<file path="src/sv/isort_pkg.sv">
package isort_pkg;

  // capacity of the sorting row
  localparam int unsigned MAX_ITEMS = 32;
  // fill count must hold MAX_ITEMS itself
  localparam int unsigned CNT_W     = $clog2(MAX_ITEMS + 1);
  localparam int unsigned VAL_W     = 32;

  typedef struct packed {
    logic signed [VAL_W-1:0] value;
    logic                    last;
  } in_item_t;

  typedef struct packed {
    logic signed [VAL_W-1:0] value_res;
    logic                    last_res;
    logic                    overflow;
  } out_item_t;

  // controller to datapath
  typedef struct packed {
    logic ins;   // place the incoming value in the row
    logic drop;  // row full, discard the incoming value
    logic pop;   // head of the row has been taken, shift down
  } cmd_t;

  // datapath to controller
  typedef struct packed {
    logic full;      // row holds MAX_ITEMS values
    logic last_one;  // exactly one value left
  } sts_t;

endpackage

</file>
<file path="src/sv/isort_in_if.sv">
interface isort_in_if;
  import isort_pkg::*;

  logic     valid;
  logic     ready;
  in_item_t data;

  modport source (output valid, output data, input ready);
  modport sink   (input valid, input data, output ready);
endinterface

</file>
<file path="src/sv/isort_out_if.sv">
interface isort_out_if;
  import isort_pkg::*;

  logic      valid;
  logic      ready;
  out_item_t data;

  modport source (output valid, output data, input ready);
  modport sink   (input valid, input data, output ready);
endinterface

</file>
<file path="src/sv/isort_ctrl.sv">
module isort_ctrl (
  input  logic               clk_i,
  input  logic               rst_ni,
  input  logic               in_valid_i,
  input  logic               in_last_i,
  output logic               in_ready_o,
  output logic               out_valid_o,
  input  logic               out_ready_i,
  input  isort_pkg::sts_t    sts_i,
  output isort_pkg::cmd_t    cmd_o
);
  import isort_pkg::*;

  localparam logic ST_COLLECT = 1'b0;
  localparam logic ST_DRAIN   = 1'b1;

  logic state_q, state_d;
  logic in_fire, out_fire;

  assign in_ready_o  = (state_q == ST_COLLECT);
  assign out_valid_o = (state_q == ST_DRAIN);
  assign in_fire     = in_valid_i & in_ready_o;
  assign out_fire    = out_valid_o & out_ready_i;

  assign cmd_o.ins  = in_fire & ~sts_i.full;
  assign cmd_o.drop = in_fire & sts_i.full;
  assign cmd_o.pop  = out_fire;

  always_comb begin
    state_d = state_q;
    case (state_q)
      ST_COLLECT: begin
        if (in_fire && in_last_i) state_d = ST_DRAIN;
      end
      ST_DRAIN: begin
        if (out_fire && sts_i.last_one) state_d = ST_COLLECT;
      end
      default: state_d = ST_COLLECT;
    endcase
  end

  always_ff @(posedge clk_i or negedge rst_ni) begin
    if (!rst_ni) begin
      state_q <= ST_COLLECT;
    end else begin
      state_q <= state_d;
    end
  end

  // a closed set always has something to send
  a_drain_nonempty: assert property (@(posedge clk_i) disable iff (!rst_ni)
    (in_fire && in_last_i) |=> (out_valid_o && !in_ready_o))
    else $error("drain entered without output");

  // last beat of a set reopens the input
  a_reopen: assert property (@(posedge clk_i) disable iff (!rst_ni)
    (out_fire && sts_i.last_one) |=> (in_ready_o && !out_valid_o))
    else $error("input not reopened after last beat");

  // never collecting and draining at once
  a_one_side: assert property (@(posedge clk_i) disable iff (!rst_ni)
    !(in_ready_o && out_valid_o))
    else $error("input and output open together");

endmodule

</file>
<file path="src/sv/isort_dp.sv">
module isort_dp (
  input  logic                  clk_i,
  input  logic                  rst_ni,
  input  isort_pkg::in_item_t   in_data_i,
  input  isort_pkg::cmd_t       cmd_i,
  output isort_pkg::sts_t       sts_o,
  output isort_pkg::out_item_t  out_data_o
);
  import isort_pkg::*;

  logic signed [VAL_W-1:0] store_q [MAX_ITEMS];
  logic signed [VAL_W-1:0] store_d [MAX_ITEMS];
  logic [MAX_ITEMS-1:0]    gt;
  logic [CNT_W-1:0]        count_q, count_d;
  logic                    dropped_q, dropped_d;

  // one compare-and-shift cell per row position
  for (genvar g = 0; g < MAX_ITEMS; g++) begin : g_cell
    assign gt[g] = (CNT_W'(g) < count_q) && (store_q[g] > in_data_i.value);

    always_comb begin
      store_d[g] = store_q[g];
      if (cmd_i.ins) begin
        if (gt[g]) begin
          if (g == 0) begin
            store_d[g] = in_data_i.value;
          end else begin
            store_d[g] = gt[(g == 0) ? 0 : g-1] ? store_q[(g == 0) ? 0 : g-1]
                                                 : in_data_i.value;
          end
        end else if (CNT_W'(g) == count_q) begin
          // first free cell takes the shifted tail or the new value
          if (g == 0) begin
            store_d[g] = in_data_i.value;
          end else begin
            store_d[g] = gt[(g == 0) ? 0 : g-1] ? store_q[(g == 0) ? 0 : g-1]
                                                 : in_data_i.value;
          end
        end
      end else if (cmd_i.pop) begin
        if (g < MAX_ITEMS-1) begin
          store_d[g] = store_q[(g < MAX_ITEMS-1) ? g+1 : g];
        end
      end
    end
  end

  always_comb begin
    count_d   = count_q;
    dropped_d = dropped_q;
    if (cmd_i.ins) begin
      count_d = count_q + CNT_W'(1);
    end
    if (cmd_i.drop) begin
      dropped_d = 1'b1;
    end
    if (cmd_i.pop) begin
      count_d = count_q - CNT_W'(1);
      if (count_q == CNT_W'(1)) dropped_d = 1'b0;
    end
  end

  always_ff @(posedge clk_i) begin
    store_q <= store_d;
  end

  always_ff @(posedge clk_i or negedge rst_ni) begin
    if (!rst_ni) begin
      count_q   <= '0;
      dropped_q <= 1'b0;
    end else begin
      count_q   <= count_d;
      dropped_q <= dropped_d;
    end
  end

  assign sts_o.full     = (count_q == CNT_W'(MAX_ITEMS));
  assign sts_o.last_one = (count_q == CNT_W'(1));

  assign out_data_o.value_res = store_q[0];
  assign out_data_o.last_res  = (count_q == CNT_W'(1));
  assign out_data_o.overflow  = dropped_q;

  a_count_range: assert property (@(posedge clk_i) disable iff (!rst_ni)
    count_q <= CNT_W'(MAX_ITEMS))
    else $error("fill count beyond capacity");

  a_row_sorted: assert property (@(posedge clk_i) disable iff (!rst_ni)
    (count_q >= CNT_W'(2)) |-> (store_q[0] <= store_q[1]))
    else $error("row head out of order");

  a_set_cleared: assert property (@(posedge clk_i) disable iff (!rst_ni)
    (cmd_i.pop && count_q == CNT_W'(1)) |=> (count_q == '0 && !dropped_q))
    else $error("set not cleared after last beat");

endmodule

</file>
<file path="src/sv/insertion_sorter.sv">
// insertion sorter
// in_ch takes one signed 32-bit value per beat; a beat with last set closes
// the set. each value drops into a row of compare-and-shift cells, behind
// every stored value equal to or smaller than it, so equal values keep
// their arrival order
// while a set is being collected in_ch.ready is high and one value is taken
// every cycle. the row holds 32 values; further values of the set are
// discarded and every beat of that set then has overflow set
// after the closing beat in_ch.ready falls and out_ch sends the set in
// ascending order from the head cell, one beat per cycle while out_ch.ready
// is high, the final beat marked last_res. the first result is offered the
// cycle after the closing beat; the drain of the row through its head cell
// sets the output pace
// a stall on out_ch simply holds the head value; in_ch reopens the cycle
// after the last beat is taken
// reset clears the fill count and the overflow flag and opens in_ch; the
// row contents need no clearing
module insertion_sorter (
  input  logic              clk_i,
  input  logic              rst_ni,
  isort_in_if.sink          in_ch,
  isort_out_if.source       out_ch
);
  import isort_pkg::*;

  cmd_t cmd;  // beat-level commands for the row
  sts_t sts;  // fill status of the row

  // sequencing: collect / drain
  isort_ctrl u_ctrl (
    .clk_i       (clk_i),
    .rst_ni      (rst_ni),
    .in_valid_i  (in_ch.valid),
    .in_last_i   (in_ch.data.last),
    .in_ready_o  (in_ch.ready),
    .out_valid_o (out_ch.valid),
    .out_ready_i (out_ch.ready),
    .sts_i       (sts),
    .cmd_o       (cmd)
  );

  // cell row, fill count and overflow flag
  isort_dp u_dp (
    .clk_i      (clk_i),
    .rst_ni     (rst_ni),
    .in_data_i  (in_ch.data),
    .cmd_i      (cmd),
    .sts_o      (sts),
    .out_data_o (out_ch.data)
  );

endmodule

</file>
<file path="src/flat_wrapper.sv">
// flat-port wrapper written by rule: the top's interface ports become plain ports
module insertion_sorter_flat import isort_pkg::*;
  (clk_i, rst_ni, in_ch_valid, in_ch_data, in_ch_ready, out_ch_valid, out_ch_data, out_ch_ready);
  isort_in_if in_ch_i ();
  isort_out_if out_ch_i ();
  input  logic clk_i;
  input  logic rst_ni;
  input wire logic [$bits(in_ch_i.valid)-1:0] in_ch_valid;
  input wire logic [$bits(in_ch_i.data)-1:0] in_ch_data;
  output wire logic [$bits(in_ch_i.ready)-1:0] in_ch_ready;
  output wire logic [$bits(out_ch_i.valid)-1:0] out_ch_valid;
  output wire logic [$bits(out_ch_i.data)-1:0] out_ch_data;
  input wire logic [$bits(out_ch_i.ready)-1:0] out_ch_ready;
  assign in_ch_i.valid = in_ch_valid;
  assign in_ch_i.data = in_ch_data;
  assign in_ch_ready = in_ch_i.ready;
  assign out_ch_valid = out_ch_i.valid;
  assign out_ch_data = out_ch_i.data;
  assign out_ch_i.ready = out_ch_ready;
  insertion_sorter u_core (.clk_i(clk_i), .rst_ni(rst_ni), .in_ch(in_ch_i), .out_ch(out_ch_i));
endmodule
</file>
<file path="config.mk">
export PLATFORM = sky130hd
export DESIGN_NAME = insertion_sorter_flat
export DESIGN_NICKNAME = d
export VERILOG_FILES = /design/src/sv/isort_pkg.sv /design/src/sv/isort_in_if.sv /design/src/sv/isort_out_if.sv /design/src/sv/isort_ctrl.sv /design/src/sv/isort_dp.sv /design/src/sv/insertion_sorter.sv /design/src/flat_wrapper.sv
export SDC_FILE = /design/constraint.sdc
export NUM_CORES = 2
export LEC_CHECK = 0
export ABC_CLOCK_PERIOD_IN_PS = 5700
export BUFFER_PORTS_ARGS = -buffer_cell sky130_fd_sc_hd__buf_2
export CAP_MARGIN = 0
export CORE_ASPECT_RATIO = 1.75
export CORE_MARGIN = 1
export CORE_UTILIZATION = 41
export DETAILED_ROUTE_END_ITERATION = 7
export HOLD_SLACK_MARGIN = 0.02
export PLACE_DENSITY_LB_ADDON = 0.05
export SYNTH_ARGS = -nofsm -noshare
export SYNTH_HDL_FRONTEND = slang
export SYNTH_HIERARCHICAL = 1
export SYNTH_SLANG_ARGS = --single-unit
</file>
<file path="constraint.sdc">
create_clock -name clk_i -period 5.7 [get_ports clk_i]
set_input_delay 0.855 -clock clk_i [delete_from_list [all_inputs] [get_ports clk_i]]
set_output_delay 0.855 -clock clk_i [all_outputs]
set_load 0.01 [all_outputs]
</file>
==> summary.md <==
| Metric | Value |
|---|---|
| GR Overflow Total | 0 |
| Layout cell share with drive strength beyond 1 | roughly a tenth |
| Leak pwr | around 36 nW |
| Register area share after synthesis | 40.8% |
| WL/cell | 28.9 um |
| Part of the cycle the worst path needs | roughly four fifths |
| Hold Crit Class | in -> reg |
| Post-route ant nets | 0 |
| Most common flop cell mapped by yosys | edfxtp_1 |
| Initial antenna violation count | 3 |
| Relative slew slack | 15.1% |
| Root buf cell | clkbuf_16 |
| Vias per inst | roughly 6.1 |
| Slowest-stage cell, CP | nor2_4 |
| Core Region | roughly 180000 um^2 |
| Yosys warns | 6 |
| Synth async-reset ratio | 0.775% |
| CP Class | in -> reg |
| Synthesized netlist net count | approximately 8300 |
| DR vias | 59000 |
| DRC viols | 0 |
| Pre-antenna DRT Iters | 5 |
| Fmax achieved | approximately 220 MHz |
| Deepest clock path buffer count | 3 |
| Capturing element type of the critical path | flip-flop |
| Layout fillers | between 15000 and 20000 |
| Skew final | roughly 0.026 ns |
| Routability cong. | ~0.9 |
| CTS tree | done |
| Largest net degree at the start of global routing | ~130 |
| Post-DP HPWL | ~210000 um |
| Die X | roughly 330 um |
| Clock latency on the worst-skew pair | approximately 0.75 ns |
| Unrepaired setup endpoints after global routing | no |
| Clock slew at reported path FFs | ~0.060 ns |
| Number of setup violations in the final report | 0 |
| Final min period | approximately 4.4 ns |
| Post-synth EDFFs | ~1000 |
| Total routed wirelength | roughly 280000 um |
| Status | finished, final reports clean |
| Setup WS post-layout | roughly 1.3 ns |
| Overall Global Routing Usage | between 20 and 30% |
| Synth Area per Inst | about 10 um^2 |
| Max-slew violations | 0 |
| Synth area leaders | edfxtp_1 (41%), ha_1 (17%), mux2i_1 (9.0%) |
| Worst path bufs/invs | 4 |
| Post-Layout Cell Count | between 9000 and 10000 |
| Endpoints failing hold | 0 |
| Die Ht | roughly 570 um |
| Cell Pwr Density | between 500 and 600 nW/um^2 |
| CP max FO | 32 |
| First-pass GRT wire length | around 400000 um |
| Flops & latches, synth | 1032 |
| Placement row count | 208 |
| Worst slack, placed | between 0.4 and 0.5 ns |
| Sum Neg Setup Slack | 0 ns |
| H-Tree Depth | 3 |
| Cell taking the most area after synthesis | edfxtp_1 |
| Crit path DAT | about 4.8 ns |
| IO Count | 73 |
| Vias in the first global route | 59000 |
| Layout area overhead | 9.77% |
| Top Family by Delay on Critical Path | simple AND/OR/NAND/NOR gates |
| Die ar. | 187000 um^2 |
| Max rail drop VDD | around 0.00031 V |
| Max Cap Violations | 0 |
| TritonCTS Sinks | 1032 |
| Most frequent cells after synthesis | a21oi_1 (1165), ha_1 (1028), edfxtp_1 (1024) |
| Post-CTS Setup Inserts | 0 |
| Share of the synthesized area in the top cell type | approximately two fifths |
| Num CTS Buffers | 112 |
| Mapped cell area | 75900 um^2 |
| Slowest stage delay, CP | 0.78 ns |
| Most numerous cell in the Yosys netlist | a21oi_1 |
| Finished Core Util | around 45% |
| Gate Count Post-Synth | just over 7000 |
| Worst Setup Start Kind | input port |
| CP required | 6.05 ns |
| Inst Count DP | approximately 9400 |
| Initial DRC Count | ~4700 |
| Synth cell types | between 80 and 90 |
| Initial Utilization | between 40% and 50% |
| Crit-path cells | buf_2 -> inv_2 -> buf_4 -> ha_1 -> nand2_1 -> or4_1 -> a21oi_1 -> a2111oi_1 -> clkdlybuf4s18_2 -> o211a_1 -> nor3_4 -> a311oi_1 -> nor2_4 |
| Slew @ Worst Pin | about 1.3 ns |
| PortBufs | between 70 and 80 |
| Layout net count | between 8000 and 9000 |
layer usage:
metal	vias to the layer above	global-route usage (%)	part of all wire, %
li1	28000	-	-
met1	28800	35.9	42
met2	1682	49.3	48
met3	545	2.72	3.8
met4	0	18.3	7.1
met5	-	0	0
path summary, 6_finish.rpt:
check / slack [ns] / to / startpoint / depth (start not counted)
setup reg to reg: 1.28 / u_core/u_dp/store_q[579]$_DFFE_PP_ / u_core/u_dp/count_q[1]$_DFFE_PN0P_ / 10
max in group asynchronous: 4.95 / u_core/u_dp/count_q[3]$_DFFE_PN0P_ / rst_ni / 2
hold reg to reg: 0.57 / u_core/u_dp/dropped_q$_DFF_PN0_ / u_core/u_dp/dropped_q$_DFF_PN0_ / 2
min in group asynchronous: 0.52 / u_core/u_ctrl/out_valid_o$_DFF_PN0_ / rst_ni / 2
hold / removal: 0.31 / u_core/u_ctrl/out_valid_o$_DFF_PN0_ / out_ch_ready / 2
setup / recovery: 1.25 / u_core/u_dp/store_q[361]$_DFFE_PP_ / in_ch_data[7] / 13
metrics by stage:
step                      instance area (um^2)  hold WS [ns]  power [W]
after floorplan                          76000         0.490     0.0291
after global placement                   79600         0.553     0.0352
after detailed placement                 79700         0.545     0.0357
after CTS                                83300         0.252     0.0434
after global routing                     83300         0.279     0.0460
final                                    83300         0.313     0.0433
logic make-up (layout without fill, tap and decap cells):
group / after synthesis / count (layout) / synth area share (%)
other: 0 / 3 / 0
buffers and inverters: 667 / 664 / 3.97
muxes: 762 / 762 / 10.3
xor gates and xnor gates: 5 / 5 / 0.0577
DFF: 1032 / 1032 / 40.8
AOI/OAI and AO/OA: 1937 / 1937 / 15.8
and+or+nand+nor: 1807 / 1807 / 12.1
adders and majority gates: 1028 / 1028 / 16.9
cell usage in the layout (no fill, tap or decap), types with 146 or more instances in the layout:
cell and instances:
nand4_1 217, nor2_1 765, buf_4 225, nand2_1 234
a21o_1 146, ha_1 1028, edfxtp_1 1024, a21oi_1 1147
and4_1 182, mux2i_1 684, a221o_1 225
cell type report:
class / instances / area [um^2] / area share, %
multi-input cells: 5539 / 42400 / 50.9
flip-flops and latches: 1032 / 30900 / 37.2
well taps: 2415 / 3020 / 3.63
clock buffers: 126 / 2880 / 3.45
repair buffers: 337 / 2850 / 3.42
clock inverters: 85 / 751 / 0.901
inverters: 116 / 443 / 0.532
diodes: 3 / 7.51 / 0.00901
where the power goes:
group | switching [W] | total [W] | leakage (nW) | internal (W)
clock network | 0.00337 | 0.00753 | 1.79 | 0.00416
registers | 0.00345 | 0.0162 | 10.1 | 0.0127
logic | 0.0116 | 0.0196 | 23.9 | 0.00798
total | 0.0184 | 0.0433 | 35.8 | 0.0249
repair_timing:
| item | 4_1_cts | 5_1_grt |
|---|---|---|
| gates resized for setup | 0 | 0 |
| endpoints found under the setup margin | 0 | 0 |
| hold endpoints to repair | 8 | 0 |
| hold buffers | 1 | 0 |
worst reg2reg max path, cell delays in order (launching register included):
cell	delay, ns
dfrtp_1	0.76
inv_1	0.27
ha_1	0.27
nand2_1	0.08
nor3b_1	0.12
nor3b_2	0.48
buf_12	0.33
nor2_4	0.19
buf_12	0.28
a31oi_4	1.06
buf_4	0.29
flip-flops by register name, indices dropped and copies added, names as in the netlist:
signal and count:
u_core/u_ctrl/out_valid_o 1, u_core/u_dp/count_q 6, u_core/u_dp/dropped_q 1, u_core/u_dp/out_data_o 32
u_core/u_dp/store_q 992
No activity file was read; power rests on OpenSTA's default activity.
